`config.mk`:
```
export PLATFORM = sky130hd
export DESIGN_NAME = glob_wildcard_matcher_unit
export DESIGN_NICKNAME = d
export VERILOG_FILES = /design/src/rtl/core/gwm_pkg.sv /design/src/rtl/core/glob_wildcard_matcher_unit.sv /design/src/rtl/core/gwm_in_stage.sv /design/src/rtl/core/gwm_nfa.sv /design/src/rtl/core/gwm_out_stage.sv
export SDC_FILE = /design/constraint.sdc
export NUM_CORES = 2
export LEC_CHECK = 0
export BUFFER_PORTS_ARGS = -buffer_cell sky130_fd_sc_hd__buf_4
export CORE_ASPECT_RATIO = 0.8
export CORE_UTILIZATION = 35
export CTS_CLUSTER_DIAMETER = 30
export DETAILED_ROUTE_END_ITERATION = 6
export PLACE_DENSITY = 0.47
export SLEW_MARGIN = 20
export SYNTH_ARGS = -nofsm -noshare
export SYNTH_HDL_FRONTEND = slang
export SYNTH_SLANG_ARGS = --single-unit
export TNS_END_PERCENT = 5
```
`constraint.sdc`:
```
create_clock -name clock -period 13.8 [get_ports clock]
set_clock_uncertainty 0.1 [all_clocks]
set_input_delay 0 -clock clock [delete_from_list [all_inputs] [get_ports clock]]
set_output_delay 0 -clock clock [all_outputs]
set_load 0.05 [all_outputs]
```
`src/rtl/core/gwm_pkg.sv`:
```
// ----------------------------------------------------------------------------
// gwm_pkg
// Shared constants and types for the glob wildcard matcher.
// ----------------------------------------------------------------------------
package gwm_pkg;

   localparam int PATTERN_MAX = 64;
   localparam int NPOS        = PATTERN_MAX + 1;
   localparam int LEN_W       = $clog2(PATTERN_MAX + 1);
   localparam int ADDR_W      = $clog2(PATTERN_MAX);

   localparam logic [1:0] OP_APPEND = 2'd0;
   localparam logic [1:0] OP_NAME   = 2'd1;
   localparam logic [1:0] OP_CLEAR  = 2'd2;
   localparam logic [1:0] OP_QUERY  = 2'd3;

   localparam logic [7:0] CHAR_STAR  = 8'h2A;
   localparam logic [7:0] CHAR_QMARK = 8'h3F;

   typedef struct packed {
      logic [1:0] opcode;
      logic [7:0] symbol;
      logic       last;
   } item_type;

   typedef struct packed {
      logic pattern_too_long;
      logic matched;
   } result_type;

endpackage

```
`src/rtl/core/glob_wildcard_matcher_unit.sv`:
```
// Path: request beats are registered in the input stage, responses in the result register.
// Throughput: one request beat per cycle while the response side keeps up;
// the input stage stalls only while a held response waits on rsp_tready.
// The core step is one 64-position compare plus a 65-bit add for star runs.
// Reset: synchronous, active high; empties the pattern, drops any name in progress.
// ----------------------------------------------------------------------------
// glob_wildcard_matcher_unit
// Glob pattern matcher: load a pattern, then stream names and get match results.
// ----------------------------------------------------------------------------
module glob_wildcard_matcher_unit
   import gwm_pkg::*;
(
   input  logic       clock,
   input  logic       reset,
   input  logic       req_tvalid,
   output logic       req_tready,
   input  logic [7:0] req_tdata,   // [7:0] symbol
   input  logic [1:0] req_tuser,   // [1:0] opcode
   input  logic       req_tlast,
   output logic       rsp_tvalid,
   input  logic       rsp_tready,
   output logic [7:0] rsp_tdata    // [0] matched, [1] pattern_too_long, [7:2] zero
);

   item_type   req_item;
   item_type   core_item;
   logic       core_valid;
   logic       core_fire;
   logic       res_valid;
   result_type res;
   logic       out_busy;

   assign req_item.opcode = req_tuser;
   assign req_item.symbol = req_tdata;
   assign req_item.last   = req_tlast;

   // Advance the core only when the result register can take a beat.
   assign core_fire = core_valid && !out_busy;

   gwm_in_stage u_in (
      .clock      (clock),
      .reset      (reset),
      .req_tvalid (req_tvalid),
      .req_tready (req_tready),
      .item_i     (req_item),
      .take_i     (core_fire),
      .valid_o    (core_valid),
      .item_o     (core_item)
   );

   gwm_nfa u_nfa (
      .clock       (clock),
      .reset       (reset),
      .fire_i      (core_fire),
      .item_i      (core_item),
      .res_valid_o (res_valid),
      .res_o       (res)
   );

   gwm_out_stage u_out (
      .clock      (clock),
      .reset      (reset),
      .load_i     (res_valid),
      .res_i      (res),
      .busy_o     (out_busy),
      .rsp_tvalid (rsp_tvalid),
      .rsp_tready (rsp_tready),
      .rsp_tdata  (rsp_tdata)
   );

endmodule

```
`src/rtl/core/gwm_in_stage.sv`:
```
// ----------------------------------------------------------------------------
// gwm_in_stage
// Input register: captures one request beat and holds it until the core takes it.
// ----------------------------------------------------------------------------
module gwm_in_stage
   import gwm_pkg::*;
(
   input  logic     clock,
   input  logic     reset,
   input  logic     req_tvalid,
   output logic     req_tready,
   input  item_type item_i,
   input  logic     take_i,
   output logic     valid_o,
   output item_type item_o
);

   logic     valid_ff;
   logic     valid_in;
   item_type item_ff;

   assign req_tready = !valid_ff || take_i;
   assign valid_in   = req_tvalid || (valid_ff && !take_i);

   always_ff @(posedge clock) begin
      if (reset) begin
         valid_ff <= 1'b0;
      end else begin
         valid_ff <= valid_in;
      end
   end

   always_ff @(posedge clock) begin
      if (req_tvalid && req_tready) begin
         item_ff <= item_i;
      end
   end

   assign valid_o = valid_ff;
   assign item_o  = item_ff;

endmodule

```
`src/rtl/core/gwm_nfa.sv`:
```
// ----------------------------------------------------------------------------
// gwm_nfa
// Pattern store and active-position vector; one step per item.
// ----------------------------------------------------------------------------
module gwm_nfa
   import gwm_pkg::*;
(
   input  logic       clock,
   input  logic       reset,
   input  logic       fire_i,
   input  item_type   item_i,
   output logic       res_valid_o,
   output result_type res_o
);

   logic [7:0]       pat_mem_ff [PATTERN_MAX];
   logic [LEN_W-1:0] len_ff, len_in;
   logic             complete_ff, complete_in;
   logic             ovf_ff, ovf_in;
   logic [NPOS-1:0]  act_ff, act_in;
   logic             in_name_ff, in_name_in;
   logic [NPOS-1:0]  start_ff, start_in;
   logic             pre_star_ff, pre_star_in;

   logic [LEN_W-1:0] base_len;
   logic [LEN_W-1:0] next_len;
   logic [NPOS-1:0]  base_start;
   logic             base_pre;
   logic             wr_en;

   logic [PATTERN_MAX-1:0] live, star, hold, move;
   logic [NPOS-1:0]  cur, adv, star_mask, gen, sum, closed, probe;
   logic             hit;

   assign base_len   = complete_ff ? '0 : len_ff;
   assign next_len   = base_len + LEN_W'(1);
   assign base_start = complete_ff ? NPOS'(1) : start_ff;
   assign base_pre   = complete_ff ? 1'b1 : pre_star_ff;
   assign wr_en      = fire_i && (item_i.opcode == OP_APPEND)
                       && (base_len < LEN_W'(PATTERN_MAX));

   always_ff @(posedge clock) begin
      if (wr_en) begin
         pat_mem_ff[base_len[ADDR_W-1:0]] <= item_i.symbol;
      end
   end

   // Per-position decode of the stored pattern against the current name byte.
   always_comb begin
      for (int i = 0; i < PATTERN_MAX; i++) begin
         live[i] = (LEN_W'(i) < len_ff);
         star[i] = (pat_mem_ff[i] == CHAR_STAR) && live[i];
         hold[i] = cur[i] && star[i];
         move[i] = cur[i] && live[i] && !star[i]
                   && ((pat_mem_ff[i] == CHAR_QMARK) || (pat_mem_ff[i] == item_i.symbol));
      end
   end

   assign cur = in_name_ff ? act_ff : start_ff;
   assign adv = {1'b0, hold} | {move, 1'b0};

   // Empty moves through runs of stars ride the carry chain of one add.
   assign star_mask = {1'b0, star};
   assign gen       = adv & star_mask;
   assign sum       = star_mask + gen;
   assign closed    = adv | (sum ^ star_mask ^ gen);

   assign probe = (item_i.opcode == OP_NAME) ? closed : start_ff;
   assign hit   = !ovf_ff && (len_ff != '0) && probe[len_ff];

   always_comb begin
      len_in      = len_ff;
      complete_in = complete_ff;
      ovf_in      = ovf_ff;
      act_in      = act_ff;
      in_name_in  = in_name_ff;
      start_in    = start_ff;
      pre_star_in = pre_star_ff;
      res_valid_o = 1'b0;
      res_o.matched          = hit;
      res_o.pattern_too_long = ovf_ff;
      if (fire_i) begin
         unique case (item_i.opcode)
            OP_APPEND: begin
               in_name_in  = 1'b0;
               complete_in = item_i.last;
               len_in      = base_len;
               ovf_in      = complete_ff ? 1'b0 : ovf_ff;
               start_in    = base_start;
               pre_star_in = base_pre;
               if (base_len < LEN_W'(PATTERN_MAX)) begin
                  len_in = next_len;
                  if (base_pre && (item_i.symbol == CHAR_STAR)) begin
                     start_in[next_len] = 1'b1;
                  end else begin
                     pre_star_in = 1'b0;
                  end
               end else begin
                  ovf_in = 1'b1;
               end
            end
            OP_NAME: begin
               act_in      = closed;
               in_name_in  = !item_i.last;
               res_valid_o = item_i.last;
            end
            OP_CLEAR: begin
               len_in      = '0;
               ovf_in      = 1'b0;
               complete_in = 1'b1;
               in_name_in  = 1'b0;
               start_in    = NPOS'(1);
               pre_star_in = 1'b1;
            end
            OP_QUERY: begin
               in_name_in  = 1'b0;
               res_valid_o = 1'b1;
            end
            default: begin
               in_name_in = 1'b0;
            end
         endcase
      end
   end

   always_ff @(posedge clock) begin
      if (reset) begin
         len_ff      <= '0;
         complete_ff <= 1'b1;
         ovf_ff      <= 1'b0;
         act_ff      <= '0;
         in_name_ff  <= 1'b0;
         start_ff    <= NPOS'(1);
         pre_star_ff <= 1'b1;
      end else begin
         len_ff      <= len_in;
         complete_ff <= complete_in;
         ovf_ff      <= ovf_in;
         act_ff      <= act_in;
         in_name_ff  <= in_name_in;
         start_ff    <= start_in;
         pre_star_ff <= pre_star_in;
      end
   end

endmodule

```
`src/rtl/core/gwm_out_stage.sv`:
```
// ----------------------------------------------------------------------------
// gwm_out_stage
// Result register: holds one response beat until the sink takes it.
// ----------------------------------------------------------------------------
module gwm_out_stage
   import gwm_pkg::*;
(
   input  logic       clock,
   input  logic       reset,
   input  logic       load_i,
   input  result_type res_i,
   output logic       busy_o,
   output logic       rsp_tvalid,
   input  logic       rsp_tready,
   output logic [7:0] rsp_tdata
);

   logic       valid_ff, valid_in;
   result_type res_ff;

   assign valid_in = load_i || (valid_ff && !rsp_tready);
   assign busy_o   = valid_ff && !rsp_tready;

   always_ff @(posedge clock) begin
      if (reset) begin
         valid_ff <= 1'b0;
      end else begin
         valid_ff <= valid_in;
      end
   end

   always_ff @(posedge clock) begin
      if (load_i) begin
         res_ff <= res_i;
      end
   end

   assign rsp_tvalid = valid_ff;
   assign rsp_tdata  = {6'b0, res_ff.pattern_too_long, res_ff.matched};

endmodule

```
* Word-level counts from Yosys, hierarchy flattened *
Memory sizes are Yosys's and may differ from the RTL's.
Cells that the tools add are included.

storage, ports and cells
  register bits = 155
  bits in writable memories = 512
  input bits = 15
  memories = 1

operators by class
  $add $sub $neg = 2
  order comparisons = 68
  equality and inequality tests = 197
  mux-type cells = 26
  bitwise logic cells = 6
  reduce and logical (&&, ||, !) cells = 474

memories
  memory            depth  width  rd ports  clocked after memory_dff  write ports  line           RTL
  u_nfa.pat_mem_ff  64     8      64        0                         1            gwm_nfa.sv:16  logic [7:0] pat_mem_ff [PATTERN_MAX];

operator list
  kind                                                         count
  == test 8 x 6 -> 1 bit (second input constant)               129
  == test 8 bit                                                64
  logical AND 1 bit                                            330
  2-to-1 mux 65 bit                                            4
  less-than comparator 6 x 7 -> 1 bit (first input constant)   32
  OR 65 bit                                                    2
  case mux 65 bit (2 select lines)                             1
  less-than comparator 5 x 7 -> 1 bit (first input constant)   16
  zero test 1 bit                                              70
  logical OR 1 bit                                             67
  adder 64 x 65 -> 65 bit                                      1
  bitwise AND 65 x 64 -> 65 bit                                1
  OR 64 x 65 -> 65 bit                                         1
  XOR 65 x 64 -> 65 bit                                        1
  XOR 65 bit                                                   1
  2-to-1 mux 64 bit                                            1
  less-than comparator 4 x 7 -> 1 bit (first input constant)   8
  less-than comparator 3 x 7 -> 1 bit (first input constant)   4
  less-than comparator 7 x 8 -> 1 bit (second input constant)  2
  less-than comparator 1 x 7 -> 1 bit (first input constant)   2
  less-than comparator 2 x 7 -> 1 bit (first input constant)   2
  2-to-1 mux 7 bit                                             2
  case mux 7 bit (2 select lines)                              1
  2-to-1 mux 1 bit                                             10
  other kinds (15)                                             21

* Depth between registers and ports, before layout *
An unclocked memory read counts as a cell.

  word-level depth = 16
  gate-level depth with buffers = 21
  depth with buffers taken out = 18

* Hierarchy *
From an unflattened synthesis, not the netlist that was laid out.

unflattened totals
  cells, all modules = 4,130
  area, all modules = 40,480.1 µm²

by module, submodules not included
  module                      instances  cells an instance  area an instance (µm²)  seq. area each (µm²)
  gwm_nfa                     1          4,101              39,928.3                18,177.4
  gwm_in_stage                1          16                 385.4                   350.3
  gwm_out_stage               1          12                 152.6                   80.1
  glob_wildcard_matcher_unit  1          1                  13.8                    0.0

* Worst setup path before layout *
OpenSTA, ideal clock, no wires.

  path type = register to register
  start = register u_in.item_ff (netlist bit u_in.item_o[8])
  end = register u_out.res_ff (netlist bit u_out.rsp_tdata[0]) (data pin)
  arrival time = 4.846 ns
  path slack = 8.599 ns
  stages on the path, launching flop included = 21
  path buffers = 2
  clock period less this slack = 5.201 ns
  cells stage by stage = edfxtp_1 buf_4 buf_2 xor2_1 nor4_1 nand2_1 a21oi_1 nor2_1 ha_1 nor2_1 a31oi_1 o211ai_1 nand2_1 o211ai_1 o21bai_1 o41ai_2 a31oi_1 a2111oi_4 a211oi_1 a32o_1 a31o_1

between the ends
  word-level cells in the longest chain between the ends = 13
  elaborated cells between the ends (all ways) = 202
  those cells by class = 1 x add/sub; 64 x eq/ne; 3 x mux; 5 x bitwise; 129 x reduce/logical

ends and longest elaborated chain
  what                                      line                 RTL
  start: declaration                        gwm_in_stage.sv:20   item_type item_ff;
  start signal: assignment                  gwm_in_stage.sv:35   item_ff <= item_i;
  == test 8 bit                             gwm_nfa.sv:55        && ((pat_mem_ff[i] == CHAR_QMARK) || (pat_mem_ff[i] == item_i.symbol));
  logical OR 1 bit                          gwm_nfa.sv:55
  logical AND 1 bit                         gwm_nfa.sv:55
  OR 64 x 65 -> 65 bit *                    gwm_nfa.sv:60        assign adv = {1'b0, hold} | {move, 1'b0};
  bitwise AND 65 x 64 -> 65 bit             gwm_nfa.sv:64        assign gen = adv & star_mask;
  adder 64 x 65 -> 65 bit                   gwm_nfa.sv:65        assign sum = star_mask + gen;
  XOR 65 x 64 -> 65 bit                     gwm_nfa.sv:66        assign closed = adv | (sum ^ star_mask ^ gen);
  XOR 65 bit                                gwm_nfa.sv:66
  OR 65 bit *                               gwm_nfa.sv:66
  2-to-1 mux 65 bit *                       gwm_nfa.sv:68        assign probe = (item_i.opcode == OP_NAME) ? closed : start_ff;
  binary-select mux 1 bit (select 7 bit) *  gwm_nfa.sv:69        assign hit = !ovf_ff && (len_ff != '0) && probe[len_ff];
  2-to-1 mux 1 bit (not written as such) *  gwm_nfa.sv:69
  logical AND 1 bit *                       gwm_nfa.sv:69
  net u_nfa.hit                             gwm_nfa.sv:33        logic hit;
  end signal: assignment                    gwm_out_stage.sv:34  res_ff <= res_i;
  end: declaration                          gwm_out_stage.sv:19  result_type res_ff;

Mark *: on every way through the listed nets, which the timed path passes. The rest lies on a longest branch. The select of a mux whose other input is x is not followed.
A chain may end at the register's enable or synchronous reset.

* Final worst setup path *
  start = register u_nfa.in_name_ff
  end = register u_out.res_ff (netlist bit u_out.rsp_tdata[0]) (data pin)

between the ends
  word-level cells in the longest chain between the ends = 14
  elaborated cells between the ends (all ways) = 267
  those cells by class = 1 x add/sub; 4 x mux; 5 x bitwise; 257 x reduce/logical

ends and longest elaborated chain
  what                                      line            RTL
  start: declaration                        gwm_nfa.sv:21   logic in_name_ff, in_name_in;
  start signal: assignment                  gwm_nfa.sv:140  in_name_ff <= in_name_in;
  2-to-1 mux 64 bit *                       gwm_nfa.sv:59   assign cur = in_name_ff ? act_ff : start_ff;
  logical AND 1 bit (2 in series)           gwm_nfa.sv:54   move[i] = cur[i] && live[i] && !star[i]
  logical AND 1 bit                         gwm_nfa.sv:55
  OR 64 x 65 -> 65 bit *                    gwm_nfa.sv:60
  bitwise AND 65 x 64 -> 65 bit             gwm_nfa.sv:64
  adder 64 x 65 -> 65 bit                   gwm_nfa.sv:65
  XOR 65 x 64 -> 65 bit                     gwm_nfa.sv:66
  XOR 65 bit                                gwm_nfa.sv:66
  OR 65 bit *                               gwm_nfa.sv:66
  2-to-1 mux 65 bit *                       gwm_nfa.sv:68
  binary-select mux 1 bit (select 7 bit) *  gwm_nfa.sv:69
  2-to-1 mux 1 bit (not written as such) *  gwm_nfa.sv:69
  logical AND 1 bit *                       gwm_nfa.sv:69
  net u_nfa.hit                             gwm_nfa.sv:33

Marks and branches as above.

==> out/results.txt <==
leading post-synthesis cells by cell area: sky130_fd_sc_hd__edfxtp_1, sky130_fd_sc_hd__xnor2_1, sky130_fd_sc_hd__dfxtp_1
# setup viols final: 0
root buf cell: sky130_fd_sc_hd__clkbuf_16
number of distinct library cells after synthesis: 107
grt ovf: 0
synthesized area: 0.0382 mm2
first-pass GRT wire length: 202 mm
number of antenna violations at the first check in global routing: 5
proportion of layout cells with a drive suffix above 1: 11.1%
die area: 0.110 mm2
Row Count: 108
total number of clock tree sinks: 667
Power Dens Cells: 138 mW/mm2
Final Total Pwr: 6.31 mW
ys flop type: sky130_fd_sc_hd__edfxtp_1
final layout net count: 3,940
Port Buffer Count: 18
growth of design area from synthesis to finish: 19.9%
Worst Path Arrival: 7.40 ns
CORE AREA: 0.108 mm2
total negative slack: 0 ns
most area-hungry cell type in the Yosys netlist: sky130_fd_sc_hd__edfxtp_1
Final Cycle Share: 50.5%
WS Path Type: register to register
clock latency at the later pin of the worst-skew pair: 0.79 ns
cell count after synthesis: 3,809
highest ir drop seen on vdd: 0.137 mV
failing checks: DRC
mean post-synth cell area: 10.0 um2
WL/cell: 24.7 um
Yosys warning total: 0
outcome: finished with violations
GRT Overall Usage: 24.2%
clock buffer depth: 3
minimum setup slack in the final design: 6.83 ns
Leak Pwr: 14.3 nW
number of violations reported at the end of detailed-routing iteration 0: 3,290
starting utilization of the core area: 35.3%
startpoint types: register
sequential standard cell area: 0.0186 mm2
worst-case setup slack after placement: 7.11 ns
count of filler cells inserted in the layout: 10,400
fraction of post-synthesis cell area in the top cell type by area: 41.3%
vias after detailed routing: 31,900
crit path time final: 6.97 ns
number of synthesized flops with an enable pin: 525
combined area of the multi-input logic cells: 0.0186 mm2
final hold violation count: 0
Chip Height: 298 um
final cell utilization of the core: 42.3%
r2r setup slk: 6.83 ns
die width: 371 um
Inserted Diodes: 0
final HPWL from detailed placement: 92.3 mm
number of resized instances in the post-cts repair step: 0
fmax: 143 MHz
smallest hold slack: 0.203 ns
clock tree from TritonCTS: built
worst rel slew slack: 19.1%
total iterations of the first detailed-routing run: 7
number of storage elements in the synthesis netlist: 667
Tightest Hold Check Type: primary input to register
via count of the first global-routing pass: 30,300
Detail Route Antenna Nets: 0
share of async-settable or async-resettable flops after synthesis: 0%
max cap viols: 0
Critical Path Fanout Max: 53
number of buffers added by the clock tree synthesis step: 163
maximum number of pins on one net before global-route repair: 79
actual transition at the worst max-transition pin: 1.21 ns
I/O pin count: 25
required time of the critical path: 14.23 ns
part of the Yosys area used for sequential elements: 48.7%
setup repair after global routing missed its margin: no
post-route DRC violation count: 4
critical path endpoint category: register
deepest level of the CTS H-tree: 4
final wirelength: 135 mm
clock input transition at the sequential cells of the worst setup and hold paths: 0.05 ns
Routability Congestion: 0.978
routed via count divided by cell count: 5.81
pins over their slew limit: 0
-- registers in the layout (all words and copies together), names as in the netlist --
| name | flops |
|---|---|
| u_nfa.pat_mem_ff | 512 |
| u_nfa.start_ff | 65 |
| u_nfa.act_ff | 64 |
| u_in.item_o | 11 |
| u_nfa.len_ff | 7 |
| u_out.rsp_tdata | 2 |
| u_in.valid_o | 1 |
| u_nfa.complete_ff | 1 |
| u_nfa.in_name_ff | 1 |
| u_nfa.ovf_ff | 1 |
| u_nfa.pre_star_ff | 1 |
| u_out.rsp_tvalid | 1 |
-- metrics by stage --
stage,cells,cell area (um2)
after global placement,5160,39900
after global routing,5488,45800
final,5488,45800
after floorplan,3814,38200
after CTS,5488,45800
after detailed placement,5160,39900
-- report_power, final --
part | internal [mW] | switching (mW) | total (mW)
sequential | 2.18 | 0.00819 | 2.19
clock | 2.61 | 1.28 | 3.89
combinational | 0.0774 | 0.152 | 0.230
-- logic make-up (layout without fill, tap and decap cells) --
group / count (synthesis) / in the layout / synth area share [%]
fa+ha+maj: 3 / 3 / 0.0983
other cells: 1 / 6 / 0.00981
buf+inv: 210 / 454 / 2.74
xor+xnor: 516 / 516 / 11.8
flops: 667 / 667 / 48.7
compound gates: 751 / 751 / 13.3
simple gates: 1579 / 1579 / 21.0
mux: 82 / 82 / 2.33
-- cells in the final DEF, fill, tap and decap left out, types with 23 or more instances in the layout --
cell type,netlist,final
sky130_fd_sc_hd__or4_1,31,31
sky130_fd_sc_hd__a21o_1,23,23
sky130_fd_sc_hd__nor3_1,146,146
sky130_fd_sc_hd__nand3_1,130,129
sky130_fd_sc_hd__and3_1,65,65
sky130_fd_sc_hd__buf_4,42,83
sky130_fd_sc_hd__a211oi_1,61,61
sky130_fd_sc_hd__xor2_1,162,162
sky130_fd_sc_hd__nand2_1,228,227
sky130_fd_sc_hd__nand2b_1,40,40
sky130_fd_sc_hd__xnor2_1,354,354
sky130_fd_sc_hd__a31oi_1,34,34
sky130_fd_sc_hd__a22oi_1,82,82
sky130_fd_sc_hd__a21oi_1,149,149
sky130_fd_sc_hd__or3_1,49,49
sky130_fd_sc_hd__o22ai_1,28,28
sky130_fd_sc_hd__dfxtp_1,142,139
sky130_fd_sc_hd__nor2_1,486,480
sky130_fd_sc_hd__nand4_1,156,156
sky130_fd_sc_hd__clkinv_2,0,25
sky130_fd_sc_hd__clkbuf_16,0,163
sky130_fd_sc_hd__inv_1,35,35
sky130_fd_sc_hd__mux2_2,36,36
sky130_fd_sc_hd__nor4_1,87,86
sky130_fd_sc_hd__mux2i_1,43,43
sky130_fd_sc_hd__dlygate4sd3_1,0,27
sky130_fd_sc_hd__edfxtp_1,525,525
sky130_fd_sc_hd__and2_1,44,44
sky130_fd_sc_hd__o21ai_0,148,147
-- cells in the mapped netlist (36+ instances only) --
cell type / instances
sky130_fd_sc_hd__mux2i_1: 43
sky130_fd_sc_hd__a21oi_1: 149
sky130_fd_sc_hd__a211oi_1: 61
sky130_fd_sc_hd__edfxtp_1: 525
sky130_fd_sc_hd__mux2_2: 36
sky130_fd_sc_hd__or3_1: 49
sky130_fd_sc_hd__and2_1: 44
sky130_fd_sc_hd__a22oi_1: 82
sky130_fd_sc_hd__buf_2: 44
sky130_fd_sc_hd__o21ai_0: 148
sky130_fd_sc_hd__xor2_1: 162
sky130_fd_sc_hd__clkbuf_1: 72
sky130_fd_sc_hd__nand3_1: 130
sky130_fd_sc_hd__buf_4: 42
sky130_fd_sc_hd__nor3_1: 146
sky130_fd_sc_hd__and3_1: 65
sky130_fd_sc_hd__nand2_1: 228
sky130_fd_sc_hd__nand2b_1: 40
sky130_fd_sc_hd__nor2_1: 486
sky130_fd_sc_hd__dfxtp_1: 142
sky130_fd_sc_hd__nor4_1: 87
sky130_fd_sc_hd__nand4_1: 156
sky130_fd_sc_hd__xnor2_1: 354
-- layer usage --
metal / up-vias / routed length, um / track usage [%]
li1: 14600 / - / -
met1: 15700 / 66400 / 37.3
met2: 1342 / 54400 / 33.1
met3: 240 / 11000 / 5.10
met4: 2 / 3600 / 8.02
met5: - / 13 / 0
-- layout make-up --
type	instances	area share [%]
clock buffer	190	9.30
clock inverter	111	3.05
inverter	38	0.311
multi-input combinational	2937	40.6
sequential	667	40.6
tap	1430	3.90
timing repair buffer	115	2.17
-- critical path, stage by stage, from the launching register on --
cell,delay [ns]
sky130_fd_sc_hd__dfxtp_4,0.69
sky130_fd_sc_hd__buf_4,0.77
sky130_fd_sc_hd__mux2_2,0.43
sky130_fd_sc_hd__o21ai_0,0.23
sky130_fd_sc_hd__o32ai_1,0.18
sky130_fd_sc_hd__a21oi_1,0.47
sky130_fd_sc_hd__nor3b_1,0.39
sky130_fd_sc_hd__o211ai_1,0.24
sky130_fd_sc_hd__a41oi_1,0.65
sky130_fd_sc_hd__o221a_2,0.38
sky130_fd_sc_hd__o21ai_1,0.08
sky130_fd_sc_hd__o21bai_1,0.23
sky130_fd_sc_hd__o41ai_2,0.65
sky130_fd_sc_hd__a31oi_1,0.24
sky130_fd_sc_hd__a2111oi_4,0.35
sky130_fd_sc_hd__a211oi_1,0.11
sky130_fd_sc_hd__a32o_1,0.23
sky130_fd_sc_hd__a31o_1,0.18
-- path summary, 6_finish.rpt --
kind / start / end / cells after the start
hold reg to reg: u_nfa.act_ff[34] / u_nfa.act_ff[34] / 2
hold / removal: rsp_tready / u_out.rsp_tvalid / 5
setup reg to reg: u_nfa.in_name_ff / u_out.rsp_tdata[0] / 17
setup / recovery: u_nfa.in_name_ff / u_out.rsp_tdata[0] / 17
-- timing repair --
item | 4_1_cts | 5_1_grt
hold buffers | 27 | 0
endpoints found under the hold margin | 87 | 0
buffers inserted | 0 | 0
endpoints found under the setup margin | 0 | 0
Power figures use the tool's default switching activity.
